<file path="config.mk">
export PLATFORM = sky130hd
export DESIGN_NAME = mbcs_queue
export DESIGN_NICKNAME = d
export VERILOG_FILES = /design/src/hdl/mbcs_pkg.sv /design/src/hdl/mbcs_queue.sv
export SDC_FILE = /design/constraint.sdc
export NUM_CORES = 1
export LEC_CHECK = 0
export ABC_AREA = 0
export BUFFER_PORTS_ARGS = -buffer_cell sky130_fd_sc_hd__buf_2
export CAP_MARGIN = 20
export CORE_MARGIN = 3
export CORE_UTILIZATION = 50
export DETAILED_ROUTE_END_ITERATION = 10
export GPL_ROUTABILITY_DRIVEN = 0
export PLACE_DENSITY = 0.77
export REMOVE_ABC_BUFFERS = 1
export SYNTH_ARGS = -nofsm -noshare
export SYNTH_HDL_FRONTEND = slang
export SYNTH_SLANG_ARGS = --single-unit
</file>
<file path="constraint.sdc">
create_clock -name clk -period 1.8 [get_ports clk]
set_input_delay 0.36 -clock clk [delete_from_list [all_inputs] [get_ports clk]]
set_output_delay 0.36 -clock clk [all_outputs]
set_load 0.05 [all_outputs]
</file>
<file path="src/hdl/mbcs_pkg.sv">
// shared types, constants and functions of the belt command sequencer
package mbcs_pkg;

  localparam int KIND_W   = 2;
  localparam int SPEED_W  = 11;
  localparam int BYTE_W   = 8;
  localparam int BELT_W   = 2;
  localparam int VALUE_W  = 16;
  localparam int GAIN_W   = 16;
  localparam int OFFSET_W = 20;
  localparam int ADDR_W   = 8;
  localparam int PADDR_W  = 4;
  localparam int PDATA_W  = 32;

  localparam logic [KIND_W-1:0] KIND_START = 2'd0;
  localparam logic [KIND_W-1:0] KIND_STOP  = 2'd1;
  localparam logic [KIND_W-1:0] KIND_SPEED = 2'd2;

  localparam logic [1:0] REG_SLAVE  = 2'd0;
  localparam logic [1:0] REG_GAIN   = 2'd1;
  localparam logic [1:0] REG_OFFSET = 2'd2;

  localparam logic [ADDR_W-1:0]   SLAVE_RESET  = 8'd1;
  localparam logic [GAIN_W-1:0]   GAIN_RESET   = 16'd2983;
  localparam logic [OFFSET_W-1:0] OFFSET_RESET = 20'd9806;

  localparam logic [7:0]  FUNC_WRITE_SINGLE = 8'h06;
  localparam logic [15:0] CRC_INIT = 16'hFFFF;
  localparam logic [15:0] CRC_POLY = 16'hA001;

  localparam logic [BELT_W-1:0] LAST_BELT = 2'd2;
  localparam logic [2:0]        LAST_BYTE = 3'd7;

  // floor(x / 100) = (x * RECIP) >> RECIP_SHIFT for x below 2^28
  localparam int PROD_W  = GAIN_W + SPEED_W;
  localparam int SUM_W   = PROD_W + 1;
  localparam int RECIP_W = 29;
  localparam int RECIP_SHIFT = 35;
  localparam logic [RECIP_W-1:0] RECIP = 29'd343597384;
  localparam int MUL_W   = SUM_W + RECIP_W;
  localparam int QUOT_W  = MUL_W - RECIP_SHIFT;

  typedef struct packed {
    logic               speed;
    logic [VALUE_W-1:0] value;
  } entry_t;

  function automatic logic [15:0] run_register(input logic [BELT_W-1:0] belt);
    logic [15:0] r;
    case (belt)
      2'd0:    r = 16'h039F;
      2'd1:    r = 16'h0395;
      2'd2:    r = 16'h03A9;
      default: r = 16'h039F;
    endcase
    return r;
  endfunction

  function automatic logic [15:0] crc_feed(input logic [15:0] crc, input logic [7:0] b);
    logic [15:0] c;
    c = crc ^ {8'd0, b};
    for (int k = 0; k < 8; k++) begin
      c = c[0] ? ((c >> 1) ^ CRC_POLY) : (c >> 1);
    end
    return c;
  endfunction

endpackage

</file>
<file path="src/hdl/mbcs_queue.sv">
// two-entry queue between front and back
module mbcs_queue (
  input  logic             clk,
  input  logic             rst,
  input  mbcs_pkg::entry_t push_data,
  input  logic             push_valid,
  output logic             push_ready,
  output mbcs_pkg::entry_t pop_data,
  output logic             pop_valid,
  input  logic             pop_ready
);

  mbcs_pkg::entry_t slots [2];
  logic             wr_ptr;
  logic             rd_ptr;
  logic [1:0]       count;
  logic             push;
  logic             pop;

  assign push_ready = (count != 2'd2);
  assign pop_valid  = (count != 2'd0);
  assign pop_data   = slots[rd_ptr];
  assign push       = push_valid && push_ready;
  assign pop        = pop_valid && pop_ready;

  always_ff @(posedge clk) begin
    if (rst) begin
      wr_ptr <= 1'b0;
      rd_ptr <= 1'b0;
      count  <= 2'd0;
    end else begin
      if (push) begin
        wr_ptr <= !wr_ptr;
      end
      if (pop) begin
        rd_ptr <= !rd_ptr;
      end
      count <= count + {1'b0, push} - {1'b0, pop};
    end
  end

  always_ff @(posedge clk) begin
    if (push) begin
      slots[wr_ptr] <= push_data;
    end
  end

endmodule

</file>
==> results of run 1 <==
-- report_power, final --
group | switching (mW) | internal [mW]
clock network | 0.244 | 0.181
registers | 0.0440 | 1.10
logic | 0.595 | 0.262
total | 0.883 | 1.54
-- repair_timing --
action | CTS | global route
resized for setup | 0 | 6
setup buffers | 0 | 0
endpoints found under the setup margin | 0 | 17
-- per-layer routing --
| layer | global-route usage | part of all wire | up-vias | routed length (µm) |
|---|---|---|---|---|
| met1 | 0.127 | 0.37 | 411 | 903 |
| met4 | 0.0743 | 0.019 | 0 | 46 |
| met3 | 0.0596 | 0.085 | 5 | 208 |
| met5 | 0 | 0 | - | 0 |
| met2 | 0.259 | 0.53 | 30 | 1280 |
| li1 | - | - | 414 | - |
-- sequential cells by signal, indices dropped and copies added, names as in the netlist, named ones only --
signal  count
wr_ptr      1
rd_ptr      1
count       2
slots      34
-- through the flow --
stage                     instance area, µm²  worst slack [ps]  setup TNS (ps)  instances  utilization
after floorplan                         1470             -46.8            -795         80            -
after global placement                  1750               266               0        156        0.624
after detailed placement                1750               110               0        156        0.624
after CTS                               1810              4.41               0        163        0.645
after global routing                    1820              1.64               0        163        0.649
final                                   1820              70.0               0        163        0.649
-- worst max-delay path: cells and delay by family, from the launching register on --
| family | cells | cell delay (ps) |
|---|---|---|
| flops | 1 | 360 |
| buf+inv | 2 | 360 |
| mux | 1 | 330 |
-- cell type report --
| type | count | area [µm²] | share of cell area |
|---|---|---|---|
| Multi-Input combinational cell | 40 | 348 | 0.191 |
| Sequential cell | 39 | 1120 | 0.616 |
| Clock inverter | 1 | 5.00 | 0.00275 |
| Inverter | 1 | 3.75 | 0.00206 |
| Tap cell | 31 | 38.8 | 0.0213 |
| Timing Repair Buffer | 45 | 253 | 0.139 |
| Clock buffer | 6 | 51.3 | 0.0282 |
-- path summary, 6_finish.rpt --
check / endpoint / slack, ps / cells after the start
worst max-delay path: pop_data[15] / 70 / 3
worst min-delay path: slots[1][9] / 220 / 1
worst max register to register: count[1] / 160 / 6
worst min register to register: register / 540 / 2
-- cell families after synthesis --
| kind of cell | count (synthesis) | synth area share |
|---|---|---|
| flops | 39 | 0.755 |
| mux | 17 | 0.129 |
| simple gates | 15 | 0.0615 |
| compound gates | 6 | 0.0295 |
| buf+inv | 3 | 0.0109 |
| xor+xnor | 1 | 0.00590 |
| fa+ha+maj | 1 | 0.00842 |
-- Yosys cell counts (all sizes together) --
master | instances | area (µm²)
ha | 1 | 12.5
and3 | 2 | 12.5
nand3 | 1 | 5.00
buf | 2 | 12.5
o21ba | 1 | 10.0
nor3 | 1 | 10.0
inv | 1 | 3.75
o21ai | 2 | 10.0
nor4 | 1 | 6.26
or2 | 1 | 6.26
nor2 | 4 | 15.0
a21bo | 1 | 10.0
o31a | 1 | 8.76
nand2b | 1 | 6.26
xor2 | 1 | 8.76
nand3b | 1 | 7.51
a21oi | 1 | 5.00
mux2 | 17 | 191
nor2b | 2 | 12.5
edfxtp | 34 | 1020
dfxtp | 5 | 100
nor4bb | 1 | 10.0
==> results.md, run 1 <==
* Top-level I/O count at 40
* Setup Viol. Count Final at 0
* Final ANT Viol Nets at 0
* TritonRoute pass-1 iters at 4
* Commonest cells after routing, fill and taps aside: buf_2 (37), edfxtp_1 (34), mux2_1 (17)
* Residual DRC at 0
* Antenna Diode Count at 0
* Area Growth Syn to Fin at 22.7%
* R2R Path Start: count[1]
* Crit path kind: register to primary output
* Status: finished, final reports clean
* Hold_sp: push_data[9]
* Drt wl/cell at between 10 and 15 µm
* Overflow after GRT at 0
* Syn Std Cell Area at 1490 µm²
* Crit-path cells: buf_6 > mux2_1 > buf_2
* FP Rows at 19
* Unrepaired setup endpoints after global routing: false
* Port bufs at 39
* CTS Buffer Depth at 2
* Number of library cell types mapped by synthesis at 24
* Crit path time final at roughly 1700 ps
* Hold buffer count at cts at 0
* Die Wd at around 61 µm
* Max-slew violations at 0
* Final Cycle Share at 0.961
* Initial core utilization at 0.529
* CP max FO at 9
* Max-Slew Margin vs Limit at 0.719
* Element type at the critical path end: primary output
* Actual slew at the worst max-slew pin at 415 ps
* Max Clock Freq at around 0.58 GHz
* Fraction of layout cells with a size suffix above 1 at 0.417
* Max-cap violations at 0
* Worst-Skew Late Latency at about 320 ps
* Slowest CP cell: dfxtp_2
* Initial antenna violation count at 0
* Fill cell count at around 230
* GRT Overall Usage at 0.140
* Largest net degree at the start of global routing at 12
* Die height at roughly 61 µm
* Dpl hpwl at 1.83 mm
* Cts bufs inserted at 5
* CP Launch Type: register
* CORE AREA at between 2000 and 3000 µm²
* Peak supply drop at 0.000559 V
* Critical path data arrival time at 1370 ps
* TritonCTS clock tree: yes
* Endpoints failing hold at 0
* Final worst clock skew at between 4 and 5 ps
* Vias at 860
* Vias per inst at around 5.3
* Critical Path RT at ~1400 ps
* Hold_ws at 218 ps
* First-pass GRT wire length at between 3 and 4 mm
* Vias in the first global route at ~830
* Synth Area per Inst at around 18 µm²
* H-tree depth at 2
* Yosys reg bits at 39
* Sink Count at 39
* Pleak at just over 0.7 nW
* Pwr Density at 1330 nW/µm²
* Yosys Warn Count at 0
* Slowest stage delay, CP at around 360 ps
* Die ar. at 3660 µm²
* Design Power at roughly 2.4 mW
* Clock slew at reported path FFs at ~100 ps
* Worst Hold Class: input pin to register
* Sequential share of the synthesized area at 0.755
* Clock root buffer: clkbuf_4
* Initial DRC Count at 17
* NumNets Final at about 150
* Total wire length at between 2 and 2.5 mm
* Post-Syn Instances at between 80 and 90
* Most common cell after layout, fill and taps aside: buf_2
(Power assumes the default switching activity.)
==> inputs of run 2 (changes only) <==
--- a/config.mk
+++ b/config.mk
@@ -12,6 +12,7 @@
 export CORE_UTILIZATION = 50
 export DETAILED_ROUTE_END_ITERATION = 10
 export GPL_ROUTABILITY_DRIVEN = 0
+export MAX_ROUTING_LAYER = met4
 export PLACE_DENSITY = 0.77
 export REMOVE_ABC_BUFFERS = 1
 export SYNTH_ARGS = -nofsm -noshare
==> results.md, run 2 (synthesis gave the netlist of run 1 again) <==
* Fraction of layout cells with a size suffix above 1 at 0.417 (unchanged)
* Setup Viol. Count Final at 0 (unchanged)
* Residual DRC at 0 (unchanged)
* Max-cap violations at 0 (unchanged)
* Drt wl/cell at 14.9 µm (-0.37%)
* R2R Path Start: count[1]
* Crit path max-delay family: flip-flops
* NumNets Final at 154 (unchanged)
* Final worst slack at 70.1 ps (+0.114 ps)
* Die Wd at 60.5 µm (unchanged)
* Global Route met1 Usage at 0.130 (+0.00279)
* Crit path time final at 1730 ps (-0.114 ps)
* Switching power at 0.884 mW (+0.18%)
* TritonCTS clock tree: yes
* Endpoints failing hold at 0 (unchanged)
* Layout Cells excl Fill at 163 (unchanged)
* Vias at 855 (-0.58%)
* Initial core utilization at 0.529 (unchanged)
* Hold_sp: push_data[9]
* Part of the power in registers at 0.472 (about the same)
* CORE AREA at 2810 µm² (unchanged)
* Design Power at 2.43 mW (about the same)
* P_int at 1.54 mW (about the same)
* Clock slew at reported path FFs at 100 ps (about the same)
* Max-Slew Margin vs Limit at 0.720 (about the same)
* First-pass GRT wire length at 3.48 mm (+0.20%)
* Peak supply drop at 0.000559 V (about the same)
* Critical path data arrival time at 1370 ps (about the same)
* Final worst clock skew at 3.83 ps (-0.566 ps)
* Critical Path RT at 1440 ps (about the same)
* Area Growth Syn to Fin at 22.7% (unchanged)
* Unrepaired setup endpoints after global routing: false
* Pleak at 0.723 nW (unchanged)
* Most common cell after layout, fill and taps aside: buf_2
* Max-slew violations at 0 (unchanged)
* Final ANT Viol Nets at 0 (unchanged)
* Overflow after GRT at 0 (unchanged)
* Die height at 60.5 µm (unchanged)
* Initial DRC Count at 11 (-6)
* Sw Share at 0.364 (+0.000411)
* Vias per inst at 5.25 (-0.58%)
* Port bufs at 39 (unchanged)
* Sink Count at 39 (unchanged)
* CP Launch Type: register
* Grt met2 use at 0.259 (unchanged)
* Most Used Layer, Global Route: met2
* Worst-Skew Late Latency at 320 ps (about the same)
* Dpl hpwl at 1.83 mm (unchanged)
* Die ar. at 3660 µm² (unchanged)
* Largest register by flop count: slots
* Worst Hold Class: input pin to register
* Fill cell count at 225 (unchanged)
* Crit path kind: register to primary output
* Dpl cells at 156 (unchanged)
* H-tree depth at 2 (unchanged)
* FP Rows at 19 (unchanged)
* Clock Power Share at 0.175 (about the same)
* Slowest stage delay, CP at 360 ps (about the same)
* Met3 usage at 0.0553 (-0.00426)
* Worst Path Buf+Inv at 2 (unchanged)
* Biggest regs: slots: 34 flops, count: 2 flops
* Clock root buffer: clkbuf_4
* Element type at the critical path end: primary output
* TritonRoute pass-1 iters at 4 (unchanged)
* Antenna Diode Count at 0 (unchanged)
* Pwr Density at 1330 nW/µm² (about the same)
* Final Cycle Share at 0.961 (about the same)
* Top-level I/O count at 40 (unchanged)
* Largest net degree at the start of global routing at 12 (unchanged)
* Initial antenna violation count at 0 (unchanged)
* Commonest cells after routing, fill and taps aside: buf_2 (37), edfxtp_1 (34), mux2_1 (17)
* GRT Overall Usage at 0.144 (+0.00453)
* Max FFs per register at 34 (unchanged)
* DP Worst Slack at 110 ps (unchanged)
* Design Area, Final at 1820 µm² (unchanged)
* CTS Buffer Depth at 2 (unchanged)
* Crit-path cells: buf_6 > mux2_1 > buf_2
* Total wire length at 2.43 mm (-0.37%)
* CP max FO at 9 (unchanged)
* Cts bufs inserted at 5 (unchanged)
* Slowest CP cell: dfxtp_2
* Post-CTS setup buffer count at 0 (unchanged)
* Status: finished, final reports clean
* Logic gate share of total power at 0.353 (about the same)
* Vias in the first global route at 831 (unchanged)
* Max Clock Freq at 0.578 GHz (about the same)
* Placed standard-cell area at 1750 µm² (unchanged)
* Worst R2R Setup Slack at 160 ps (about the same)
* Actual slew at the worst max-slew pin at 415 ps (-0.761 ps)
run 2: cell counts in the layout (fill, tap and decap cells not counted):
No cell type changed its count.
run 2: cell type report:
type / count / area, µm² / share of cell area
Clock buffer: 6 / 51.3 / 0.0282
Clock inverter: 1 / 5.00 / 0.00275
Inverter: 1 / 3.75 / 0.00206
Multi-Input combinational cell: 40 / 348 / 0.191
Sequential cell: 39 / 1120 / 0.616
Tap cell: 31 / 38.8 / 0.0213
Timing Repair Buffer: 45 / 253 / 0.139
run 2: power groups by stage:
stage	Sequential, mW	Combinational [mW]	Clock [mW]
6_report	1.14	0.858	0.425
5_1_grt	1.16	0.910	0.481
4_1_cts	1.14	0.855	0.444
3_5_place_dp	1.16	0.853	0
3_3_place_gp	1.15	0.834	0
2_1_floorplan	1.18	0.614	0
run 2: layer usage:
metal / share of wire / up-vias
met5: 0 / -
met4: 0.020 / 0
met3: 0.073 / 5
met2: 0.53 / 27
met1: 0.38 / 409
li1: - / 414
run 2: final timing paths:
kind,endpoint,cells past startpoint
setup / recovery,pop_data[15],3
hold / removal,slots[1][9],1
setup reg to reg,count[1],6
hold reg to reg,register,2
run 2: repair_timing:
action | CTS | global route
hold buffers | 0 | 0
hold endpoints to repair | 0 | 0
resized for setup | 0 | 6
endpoints found under the setup margin | 0 | 17
run 2: metrics by stage:
stage	hold slack (ps)	utilization	TNS [ps]
finish	219	0.649	0
global route	190	0.649	0
CTS	203	0.645	0
detailed placement	512	0.624	0
global placement	490	0.624	0
floorplan	429	-	-795
