--- config.mk ---
export PLATFORM = sky130hd
export DESIGN_NAME = mbcs_back_flat
export DESIGN_NICKNAME = d
export VERILOG_FILES = /design/src/hdl/mbcs_pkg.sv /design/src/hdl/mbcs_if.sv /design/src/hdl/mbcs_back.sv /design/src/flat_wrapper.sv
export SDC_FILE = /design/constraint.sdc
export NUM_CORES = 1
export LEC_CHECK = 0
export BUFFER_PORTS_ARGS = -buffer_cell sky130_fd_sc_hd__buf_4
export CORE_ASPECT_RATIO = 1.2
export CORE_MARGIN = 4
export CORE_UTILIZATION = 45
export DETAILED_ROUTE_END_ITERATION = 8
export PLACE_DENSITY = 0.66
export SLEW_MARGIN = 20
export SYNTH_ARGS = -nofsm -noshare
export SYNTH_HDL_FRONTEND = slang
export SYNTH_SLANG_ARGS = --single-unit
--- constraint.sdc ---
create_clock -name clk -period 3.6 [get_ports clk]
set_clock_uncertainty 0.05 [all_clocks]
set_input_delay 1.08 -clock clk [delete_from_list [all_inputs] [get_ports clk]]
set_output_delay 1.08 -clock clk [all_outputs]
set_load 0.02 [all_outputs]
--- src/hdl/mbcs_pkg.sv ---
// shared types, constants and functions of the belt command sequencer
package mbcs_pkg;

  localparam int KIND_W   = 2;
  localparam int SPEED_W  = 11;
  localparam int BYTE_W   = 8;
  localparam int BELT_W   = 2;
  localparam int VALUE_W  = 16;
  localparam int GAIN_W   = 16;
  localparam int OFFSET_W = 20;
  localparam int ADDR_W   = 8;
  localparam int PADDR_W  = 4;
  localparam int PDATA_W  = 32;

  localparam logic [KIND_W-1:0] KIND_START = 2'd0;
  localparam logic [KIND_W-1:0] KIND_STOP  = 2'd1;
  localparam logic [KIND_W-1:0] KIND_SPEED = 2'd2;

  localparam logic [1:0] REG_SLAVE  = 2'd0;
  localparam logic [1:0] REG_GAIN   = 2'd1;
  localparam logic [1:0] REG_OFFSET = 2'd2;

  localparam logic [ADDR_W-1:0]   SLAVE_RESET  = 8'd1;
  localparam logic [GAIN_W-1:0]   GAIN_RESET   = 16'd2983;
  localparam logic [OFFSET_W-1:0] OFFSET_RESET = 20'd9806;

  localparam logic [7:0]  FUNC_WRITE_SINGLE = 8'h06;
  localparam logic [15:0] CRC_INIT = 16'hFFFF;
  localparam logic [15:0] CRC_POLY = 16'hA001;

  localparam logic [BELT_W-1:0] LAST_BELT = 2'd2;
  localparam logic [2:0]        LAST_BYTE = 3'd7;

  // floor(x / 100) = (x * RECIP) >> RECIP_SHIFT for x below 2^28
  localparam int PROD_W  = GAIN_W + SPEED_W;
  localparam int SUM_W   = PROD_W + 1;
  localparam int RECIP_W = 29;
  localparam int RECIP_SHIFT = 35;
  localparam logic [RECIP_W-1:0] RECIP = 29'd343597384;
  localparam int MUL_W   = SUM_W + RECIP_W;
  localparam int QUOT_W  = MUL_W - RECIP_SHIFT;

  typedef struct packed {
    logic               speed;
    logic [VALUE_W-1:0] value;
  } entry_t;

  function automatic logic [15:0] run_register(input logic [BELT_W-1:0] belt);
    logic [15:0] r;
    case (belt)
      2'd0:    r = 16'h039F;
      2'd1:    r = 16'h0395;
      2'd2:    r = 16'h03A9;
      default: r = 16'h039F;
    endcase
    return r;
  endfunction

  function automatic logic [15:0] crc_feed(input logic [15:0] crc, input logic [7:0] b);
    logic [15:0] c;
    c = crc ^ {8'd0, b};
    for (int k = 0; k < 8; k++) begin
      c = c[0] ? ((c >> 1) ^ CRC_POLY) : (c >> 1);
    end
    return c;
  endfunction

endpackage

--- src/hdl/mbcs_if.sv ---


interface mbcs_byte_if;
  logic                       valid;
  logic                       ready;
  logic [mbcs_pkg::BYTE_W-1:0] frame_byte;
  logic [mbcs_pkg::BELT_W-1:0] belt_index;
  logic                       last_in_frame;
  logic                       last_of_run;
  modport source (output valid, frame_byte, belt_index, last_in_frame, last_of_run,
                  input ready);
  modport sink   (input valid, frame_byte, belt_index, last_in_frame, last_of_run,
                  output ready);
endinterface

--- src/hdl/mbcs_back.sv ---
// back end: serializes three frames per command with running crc
module mbcs_back (
  input  logic                          clk,
  input  logic                          rst,
  input  logic [mbcs_pkg::ADDR_W-1:0]   slave_address,
  input  mbcs_pkg::entry_t              pop_data,
  input  logic                          pop_valid,
  output logic                          pop_ready,
  mbcs_byte_if.source                   rsp
);

  logic                          active;
  mbcs_pkg::entry_t              entry;
  logic [mbcs_pkg::BELT_W-1:0]   belt;
  logic [2:0]                    byte_cnt;
  logic [15:0]                   crc;
  logic [15:0]                   reg_addr;
  logic [7:0]                    cur_byte;
  logic                          step;
  logic                          end_frame;
  logic                          end_run;

  assign step      = active && (!rsp.valid || rsp.ready);
  assign end_frame = (byte_cnt == mbcs_pkg::LAST_BYTE);
  assign end_run   = end_frame && (belt == mbcs_pkg::LAST_BELT);
  assign pop_ready = !active || (step && end_run);
  assign reg_addr  = mbcs_pkg::run_register(belt) - {15'd0, entry.speed};

  always_comb begin
    case (byte_cnt)
      3'd0:    cur_byte = slave_address;
      3'd1:    cur_byte = mbcs_pkg::FUNC_WRITE_SINGLE;
      3'd2:    cur_byte = reg_addr[15:8];
      3'd3:    cur_byte = reg_addr[7:0];
      3'd4:    cur_byte = entry.value[15:8];
      3'd5:    cur_byte = entry.value[7:0];
      3'd6:    cur_byte = crc[7:0];
      default: cur_byte = crc[15:8];
    endcase
  end

  always_ff @(posedge clk) begin
    if (rst) begin
      active    <= 1'b0;
      belt      <= '0;
      byte_cnt  <= '0;
      crc       <= mbcs_pkg::CRC_INIT;
      rsp.valid <= 1'b0;
    end else begin
      rsp.valid <= step || (rsp.valid && !rsp.ready);
      if (step) begin
        byte_cnt  <= byte_cnt + 3'd1;
        if (end_frame) begin
          crc  <= mbcs_pkg::CRC_INIT;
          belt <= end_run ? '0 : belt + 2'd1;
        end else if (byte_cnt < 3'd6) begin
          crc <= mbcs_pkg::crc_feed(crc, cur_byte);
        end
      end
      if (pop_ready) begin
        active <= pop_valid;
      end
    end
  end

  always_ff @(posedge clk) begin
    if (pop_ready && pop_valid) begin
      entry <= pop_data;
    end
    if (step) begin
      rsp.frame_byte    <= cur_byte;
      rsp.belt_index    <= belt;
      rsp.last_in_frame <= end_frame;
      rsp.last_of_run   <= end_run;
    end
  end

endmodule

--- src/flat_wrapper.sv ---
// flat-port wrapper written by rule: the top's interface ports become plain ports
module mbcs_back_flat 
  (clk, rst, slave_address, pop_data, pop_valid, pop_ready, rsp_valid, rsp_frame_byte, rsp_belt_index, rsp_last_in_frame, rsp_last_of_run, rsp_ready);
  mbcs_byte_if rsp_i ();
  input  logic clk;
  input  logic rst;
  input  logic [mbcs_pkg::ADDR_W-1:0] slave_address;
  input  mbcs_pkg::entry_t pop_data;
  input  logic pop_valid;
  output logic pop_ready;
  output wire logic [$bits(rsp_i.valid)-1:0] rsp_valid;
  output wire logic [$bits(rsp_i.frame_byte)-1:0] rsp_frame_byte;
  output wire logic [$bits(rsp_i.belt_index)-1:0] rsp_belt_index;
  output wire logic [$bits(rsp_i.last_in_frame)-1:0] rsp_last_in_frame;
  output wire logic [$bits(rsp_i.last_of_run)-1:0] rsp_last_of_run;
  input wire logic [$bits(rsp_i.ready)-1:0] rsp_ready;
  assign rsp_valid = rsp_i.valid;
  assign rsp_frame_byte = rsp_i.frame_byte;
  assign rsp_belt_index = rsp_i.belt_index;
  assign rsp_last_in_frame = rsp_i.last_in_frame;
  assign rsp_last_of_run = rsp_i.last_of_run;
  assign rsp_i.ready = rsp_ready;
  mbcs_back u_core (.clk(clk), .rst(rst), .slave_address(slave_address), .pop_data(pop_data), .pop_valid(pop_valid), .pop_ready(pop_ready), .rsp(rsp_i));
endmodule
==> results.rst, run 1 <==
.. list-table::
   :header-rows: 1

   * - Metric
     - Value
   * - Count of antenna diodes in the layout
     - 0
   * - Sink Count
     - 52
   * - Congestion Overflow GR
     - 0
   * - Share of the clock period used by the worst path after layout
     - 89.12%
   * - Quantity of gates resized following cts
     - 0
   * - # port buffers
     - 42
   * - Peak fanout along the critical path
     - 12
   * - Number of flip-flops and latches in the synthesized netlist
     - 52
   * - GRT Resource Usage Total
     - 15.54%
   * - Clock tree from TritonCTS
     - built
   * - Count of warnings emitted by yosys
     - 0
   * - Pwr per Cell Area
     - 548.2 nW/um2
   * - Detailed-router iteration count before antenna repair
     - 4
   * - Clock root cell
     - clkbuf_8
   * - Post-Layout Cell Count
     - 336
   * - Leakage
     - 1.199 nW
   * - Count of endpoints failing hold in the final timing report
     - 0
   * - Most common flop cell mapped by yosys
     - edfxtp_1
   * - Setup repair bufs after CTS
     - 0
   * - Global-route wire length before repair
     - 8735 um
   * - Layout Cell Area excl Fill
     - 3060 um2
   * - Last weighted congestion value of the routability-driven placer
     - 0.8395
   * - Antenna viol nets, final
     - 0
   * - Kind of start point of the critical path
     - flop
   * - Critical Path RT
     - 3.75 ns
   * - Filler Cell Count
     - 492
   * - Count of routing violations after the opening detailed-route iteration
     - 119
   * - Floorplan Core Area
     - 5406 um2
   * - Worst hold path type
     - reg -> reg
   * - Drt wl/cell
     - 15.43 um
   * - Number of library cell types mapped by synthesis
     - 48
   * - Critical setup path kind
     - reg -> reg
   * - Clock slew at reported path FFs
     - 0.09 ns
   * - # nets final
     - 311
   * - Detailed Route WL
     - 5185 um
   * - Worst slew margin relative to its limit
     - 54.55%
   * - Outcome
     - finished, final reports clean
   * - Total of endpoints with negative setup slack in the final report
     - 0
   * - Placed instance area
     - 2970 um2
   * - Gate count after technology mapping
     - 229
   * - Detailed-route vias per instance
     - 5.443
   * - I/O pin count
     - 43
   * - Total standard cell area after synthesis
     - 2580 um2
   * - Highest achievable clock rate
     - 311.7 MHz
   * - Instance count along the most critical hold path
     - 2
   * - Hold-fix buffers, CTS
     - 0
   * - Die boundary width
     - 77.12 um
   * - Arrival time of data at the critical path endpoint
     - 3.35 ns
   * - Sequential cell area
     - 1331 um2
   * - Post-Synthesis Mean Instance Area
     - 11.27 um2
   * - Pin count of the biggest net entering global routing
     - 25
   * - Maximum number of buffers from clock root to sink
     - 2
   * - Total number of placement rows
     - 29
   * - Number of global-route vias before repair
     - 1808
   * - Share of synthesized registers carrying an async set or reset
     - 0%
   * - Estimated wirelength of the detail-placed design
     - 3953 um
   * - Maxcap violations
     - 0
   * - Post-synthesis cell type with the largest combined area
     - edfxtp_1
   * - Post-synthesis sequential area ratio
     - 51.60%
   * - Post-placement cell count
     - 328
   * - Leading post-synthesis cells by instance count
     - edfxtp_1, dfxtp_1, nor2_1
   * - H-tree depth reported by CTS
     - 2
   * - Most numerous cell in the Yosys netlist
     - edfxtp_1
   * - Measured slew at the worst slew-check pin
     - 0.6747 ns
   * - Post-route minimum period
     - 3.208 ns
   * - Clock buffer count from CTS
     - 5
   * - Layout overhead on the synthesized area
     - 18.62%
   * - Area enclosed by the die boundary
     - 7014 um2
   * - Worst supply voltage drop on vdd
     - 0.2369 mV
   * - Fin. max-slew vios
     - 0
   * - DRC violations left
     - 0
   * - Ratio of cells with drive above 1 in the final layout
     - 25.55%
   * - Multi-input logic area
     - 1141 um2
   * - Net count after synthesis
     - 267
   * - Worst setup EP type
     - flop
   * - RSZ-0062 raised after global routing
     - no
   * - Sum Neg Setup Slack
     - 0 ns
   * - Clock latency at the later pin of the worst-skew pair
     - 0.30 ns
   * - Top area cells in the synthesized netlist
     - edfxtp_1, dfxtp_1, ha_1
   * - Chip height
     - 90.95 um
   * - Worst reg-to-reg path cell count
     - 10
   * - Total vias in the final route
     - 1829
   * - Antenna violations before repair
     - 0
   * - Fraction of post-synthesis cell area in the top cell type by area
     - 33.75%
   * - Initial Utilization
     - 47.72%
   * - Number of flops mapped to enable cells by yosys
     - 29
## cells by family (layout without fill, tap and decap cells)
family,after synthesis,in the layout,synth area share (%)
AOI/OAI and AO/OA,59,59,16.83
and+or+nand+nor,59,59,12.32
DFF,52,52,51.60
buffers and inverters,25,70,4.171
xor gates and xnor gates,22,22,9.554
adders and majority gates,9,9,4.365
muxes,3,3,1.164
## where the power goes
| part | switching [mW] | internal, mW |
|---|---|---|
| clock network | 0.177 | 0.157 |
| registers | 0.0484 | 0.700 |
| logic | 0.289 | 0.306 |
## metrics by stage
step                util [%]  power [mW]  hold slack (ns)  setup slack [ns]
floorplan                  -       1.220           0.3978            0.5424
global placement       54.94       1.345           0.4115            0.3554
detailed placement     54.94       1.357           0.4195            0.2863
CTS                    56.61       1.692           0.4313            0.3922
global route           56.61       1.776           0.4693            0.1990
finish                 56.61       1.678           0.4293            0.3917
## layout by cell type, fill, tap and decap left out, types with 2 or more instances in the layout
master    instances
nor2b_1           2
xnor2_1           9
o32a_1            2
o22ai_1           9
a21o_1            2
a22o_1            2
clkbuf_1          2
a211oi_1          2
buf_4            50
mux2i_1           3
a21oi_2           3
ha_1              9
a22oi_1           2
a222oi_1          3
a21oi_1          12
xnor3_1           2
clkbuf_8          6
o21bai_1          5
nand3_1           2
nand2_1           9
xor2_1            9
a31oi_1           5
edfxtp_1         29
nor2_1           17
o21ai_0           2
inv_1            11
dfxtp_1          23
and2_1            2
nand2b_1         12
o221a_2           2
nor3_1            9
## final cells by class
type / count / area share, %
inverter: 12 / 1.472
clock buffer: 8 / 2.944
timing repair buffer: 50 / 12.26
sequential: 52 / 43.50
tap: 62 / 2.535
multi-input combinational: 152 / 37.29
## per-layer routing
layer	up-vias	GRT usage, %	share of wire (%)
met3	6	2.871	3.7
li1	918	-	-
met1	867	19.66	44
met2	38	26.37	51
met5	-	0	0
met4	0	5.786	1.3
## final timing paths
path / slack (ns) / to / start
setup / recovery: 0.39 / u_core.crc[15] / u_core.byte_cnt[0]
hold / removal: 0.43 / u_core.rsp.valid / u_core.active
setup reg to reg: 0.39 / u_core.crc[15] / u_core.byte_cnt[0]
hold reg to reg: 0.43 / u_core.rsp.valid / u_core.active
## flip-flops by register name, indices dropped and copies added (netlist names), 2 cells and up
signal	cells
u_core.rsp.frame_byte	8
u_core.entry	17
u_core.byte_cnt	3
u_core.belt	2
u_core.rsp.belt_index	2
u_core.crc	16
## worst max-delay path: stages, from the launching register on
cell	delay (ns)
dfxtp_1	0.36
ha_1	0.23
ha_1	0.32
or4_4	0.63
nor2_1	0.21
a211oi_1	0.09
a21oi_2	0.18
xor2_1	0.21
xnor3_1	0.49
xor2_1	0.17
o32a_1	0.17
(Power assumes the default switching activity.)
==> run 2, diff against run 1 <==
Settings changed: BUFFER_PORTS_ARGS -buffer_cell sky130_fd_sc_hd__buf_4 to default, DONT_BUFFER_PORTS from default to 1, PLACE_DENSITY 0.66 to default.
==> run 2 against run 1 <==
Effect of this change: maximum frequency up 2.9%; worst setup slack gained 0.091 ns; core utilization decreased by 6.2 points; combinational power fell by 11%; critical path type unchanged; register-to-register slack improved by 0.09 ns.
==> results.rst, run 2 (synthesis gave the netlist of run 1 again) <==
.. list-table::
   :header-rows: 1

   * - Metric
     - Value
   * - DRC violations left
     - 0 (unchanged)
   * - Total vias in the final route
     - 1661 (-9.2%)
   * - Maxcap violations
     - 0 (unchanged)
   * - Hold-fix buffers, CTS
     - 0 (unchanged)
   * - GRT Resource Usage Total
     - 15.45% (-0.082 points)
   * - Peak fanout along the critical path
     - 12 (unchanged)
   * - Post-route minimum period
     - 3.117 ns (-0.09098 ns)
   * - Worst supply voltage drop on vdd
     - 0.2452 mV (+3.5%)
   * - Last weighted congestion value of the routability-driven placer
     - 0.7721 (-8.0%)
   * - Global-route wire length before repair
     - 8493 um (-2.8%)
   * - Chip height
     - 90.95 um (unchanged)
   * - Floorplan Core Area
     - 5406 um2 (unchanged)
   * - Detailed Route WL
     - 5135 um (-0.96%)
   * - Congestion Overflow GR
     - 0 (unchanged)
   * - Clock slew at reported path FFs
     - 0.09 ns (about the same)
   * - Critical setup path kind
     - reg -> reg
   * - Drt wl/cell
     - 17.53 um (+14%)
   * - Antenna viol nets, final
     - 0 (unchanged)
   * - Most common library cell in the layout ignoring fill and taps
     - edfxtp_1
   * - Outcome
     - finished, final reports clean
   * - Largest register by flop count
     - u_core.entry
   * - Layout overhead on the synthesized area
     - 5.577%
   * - # nets final
     - 267 (-14%)
   * - Share of the clock period used by the worst path after layout
     - 86.59% (-2.5 points)
   * - Measured slew at the worst slew-check pin
     - 0.6733 ns (-0.001391 ns)
   * - RSZ-0062 raised after global routing
     - no
   * - Setup repair bufs after CTS
     - 0 (unchanged)
   * - Ratio of cells with drive above 1 in the final layout
     - 11.30% (-14 points)
   * - Sum Neg Setup Slack
     - 0 ns (unchanged)
   * - Quantity of gates resized following cts
     - 0 (unchanged)
   * - Number of global-route vias before repair
     - 1625 (-10%)
   * - Maximum number of buffers from clock root to sink
     - 2 (unchanged)
   * - Count of routing violations after the opening detailed-route iteration
     - 125 (+5.0%)
   * - Initial Utilization
     - 47.72% (unchanged)
   * - Total of endpoints with negative setup slack in the final report
     - 0 (unchanged)
   * - Filler Cell Count
     - 463 (-5.9%)
   * - # port buffers
     - 0 (-100%)
   * - Detailed-router iteration count before antenna repair
     - 5 (+1)
   * - Hold Crit Start
     - u_core.active
   * - Pin count of the biggest net entering global routing
     - 25 (unchanged)
   * - Estimated wirelength of the detail-placed design
     - 3735 um (-5.5%)
   * - Clock root cell
     - clkbuf_8
   * - Worst setup EP type
     - flop
   * - Sink Count
     - 52 (unchanged)
   * - Critical Path RT
     - 3.75 ns (about the same)
   * - Area enclosed by the die boundary
     - 7014 um2 (unchanged)
   * - Placed instance area
     - 2640 um2 (-11%)
   * - Clock latency at the later pin of the worst-skew pair
     - 0.30 ns (about the same)
   * - Worst slew margin relative to its limit
     - 54.64% (+0.094 points)
   * - Highest achievable clock rate
     - 320.8 MHz (+2.9%)
   * - Critical register-to-register path startpoint
     - u_core.byte_cnt[0]
   * - Leading cell types in the layout, fill and taps excluded
     - edfxtp_1, dfxtp_1, nor2_1
   * - Leakage
     - 0.9833 nW (-18%)
   * - Layout Cell Area excl Fill
     - 2724 um2 (-11%)
   * - Largest register FFs
     - 17 (unchanged)
   * - Arrival time of data at the critical path endpoint
     - 3.27 ns (-0.08 ns)
   * - I/O pin count
     - 43 (unchanged)
   * - Kind of start point of the critical path
     - flop
   * - Slowest-stage cell, CP
     - or4_4
   * - Fin. max-slew vios
     - 0 (unchanged)
   * - Die boundary width
     - 77.12 um (unchanged)
   * - Worst hold path type
     - reg -> reg
   * - H-tree depth reported by CTS
     - 2 (unchanged)
   * - Detailed-route vias per instance
     - 5.669 (+4.1%)
   * - Critical Path Max Stage Delay
     - 0.62 ns (about the same)
   * - Total number of placement rows
     - 29 (unchanged)
   * - Clock tree from TritonCTS
     - built
   * - Biggest regs
     - u_core.entry x17, u_core.crc x16, u_core.rsp.frame_byte x8
   * - Pwr per Cell Area
     - 592.8 nW/um2 (+8.1%)
   * - Clock buffer count from CTS
     - 5 (unchanged)
   * - Crit. Startpoint
     - u_core.byte_cnt[0]
   * - Cells traversed along the worst timing path
     - ha_1 > ha_1 > or4_4 > nor2_1 > a211oi_1 > a21oi_2 > xor2_1 > xnor3_1 > xor2_1 > o32a_1
   * - Count of endpoints failing hold in the final timing report
     - 0 (unchanged)
   * - Antenna violations before repair
     - 1 (+1)
==> run 2: cell count changes in the layout (fill, tap and decap cells not counted) <==
cell | before | now
clkbuf_8 | 6 | 5
diode_2 | 0 | 1
buf_4 | 50 | 6
clkinv_2 | 0 | 1
==> run 2: worst max-delay path: cells and delay by family (launching register included) <==
kind | cells | cell delay (ns)
xor gates and xnor gates | 3 | 0.84
adders and majority gates | 2 | 0.53
DFF | 1 | 0.36
and+or+nand+nor | 2 | 0.83
AOI/OAI and AO/OA | 3 | 0.41
==> run 2: layout make-up <==
| cell class | instances | area, um2 | area share (%) |
|---|---|---|---|
| tap | 62 | 77.57 | 2.848 |
| clock buffer | 7 | 76.32 | 2.802 |
| multi-input combinational | 152 | 1141 | 41.89 |
| antenna | 1 | 2.502 | 0.09187 |
| sequential | 52 | 1331 | 48.87 |
| timing repair buffer | 6 | 45.04 | 1.654 |
| inverter | 12 | 45.04 | 1.654 |
| clock inverter | 1 | 5.005 | 0.1837 |
==> run 2: metrics by stage <==
| stage | cells | utilization [%] | setup WS [ns] | power, mW | hold slack, ns |
|---|---|---|---|---|---|
| after CTS | 292 | 50.34 | 0.4628 | 1.629 | 0.4194 |
| after detailed placement | 284 | 48.83 | 0.4392 | 1.314 | 0.4071 |
| after global routing | 293 | 50.38 | 0.2728 | 1.712 | 0.4701 |
| after floorplan | 229 | - | 0.5424 | 1.220 | 0.3978 |
| after global placement | 284 | 48.83 | 0.4545 | 1.306 | 0.4018 |
| final | 293 | 50.38 | 0.4827 | 1.615 | 0.4143 |
==> run 2: power by group <==
group          internal (mW)  switching, mW  total [mW]  leakage, nW
Sequential             0.701         0.0688       0.770        0.464
Combinational          0.268          0.260       0.528        0.477
Clock                  0.137          0.179       0.316       0.0422
Total                   1.11          0.508        1.61        0.983
==> run 2: final timing paths <==
path / to / cells past startpoint / slack (ns)
hold reg to reg: u_core.rsp.valid / 2 / 0.41
setup / recovery: u_core.crc[15] / 10 / 0.48
hold / removal: u_core.rsp.valid / 2 / 0.41
setup reg to reg: u_core.crc[15] / 10 / 0.48
==> run 2: layer usage <==
metal | track usage, % | vias to the layer above | share of wire, %
met5 | 0 | - | 0
met2 | 24.50 | 38 | 48
met4 | 5.341 | 0 | 1.4
li1 | - | 832 | -
met3 | 4.158 | 5 | 5.3
met1 | 20.45 | 786 | 45
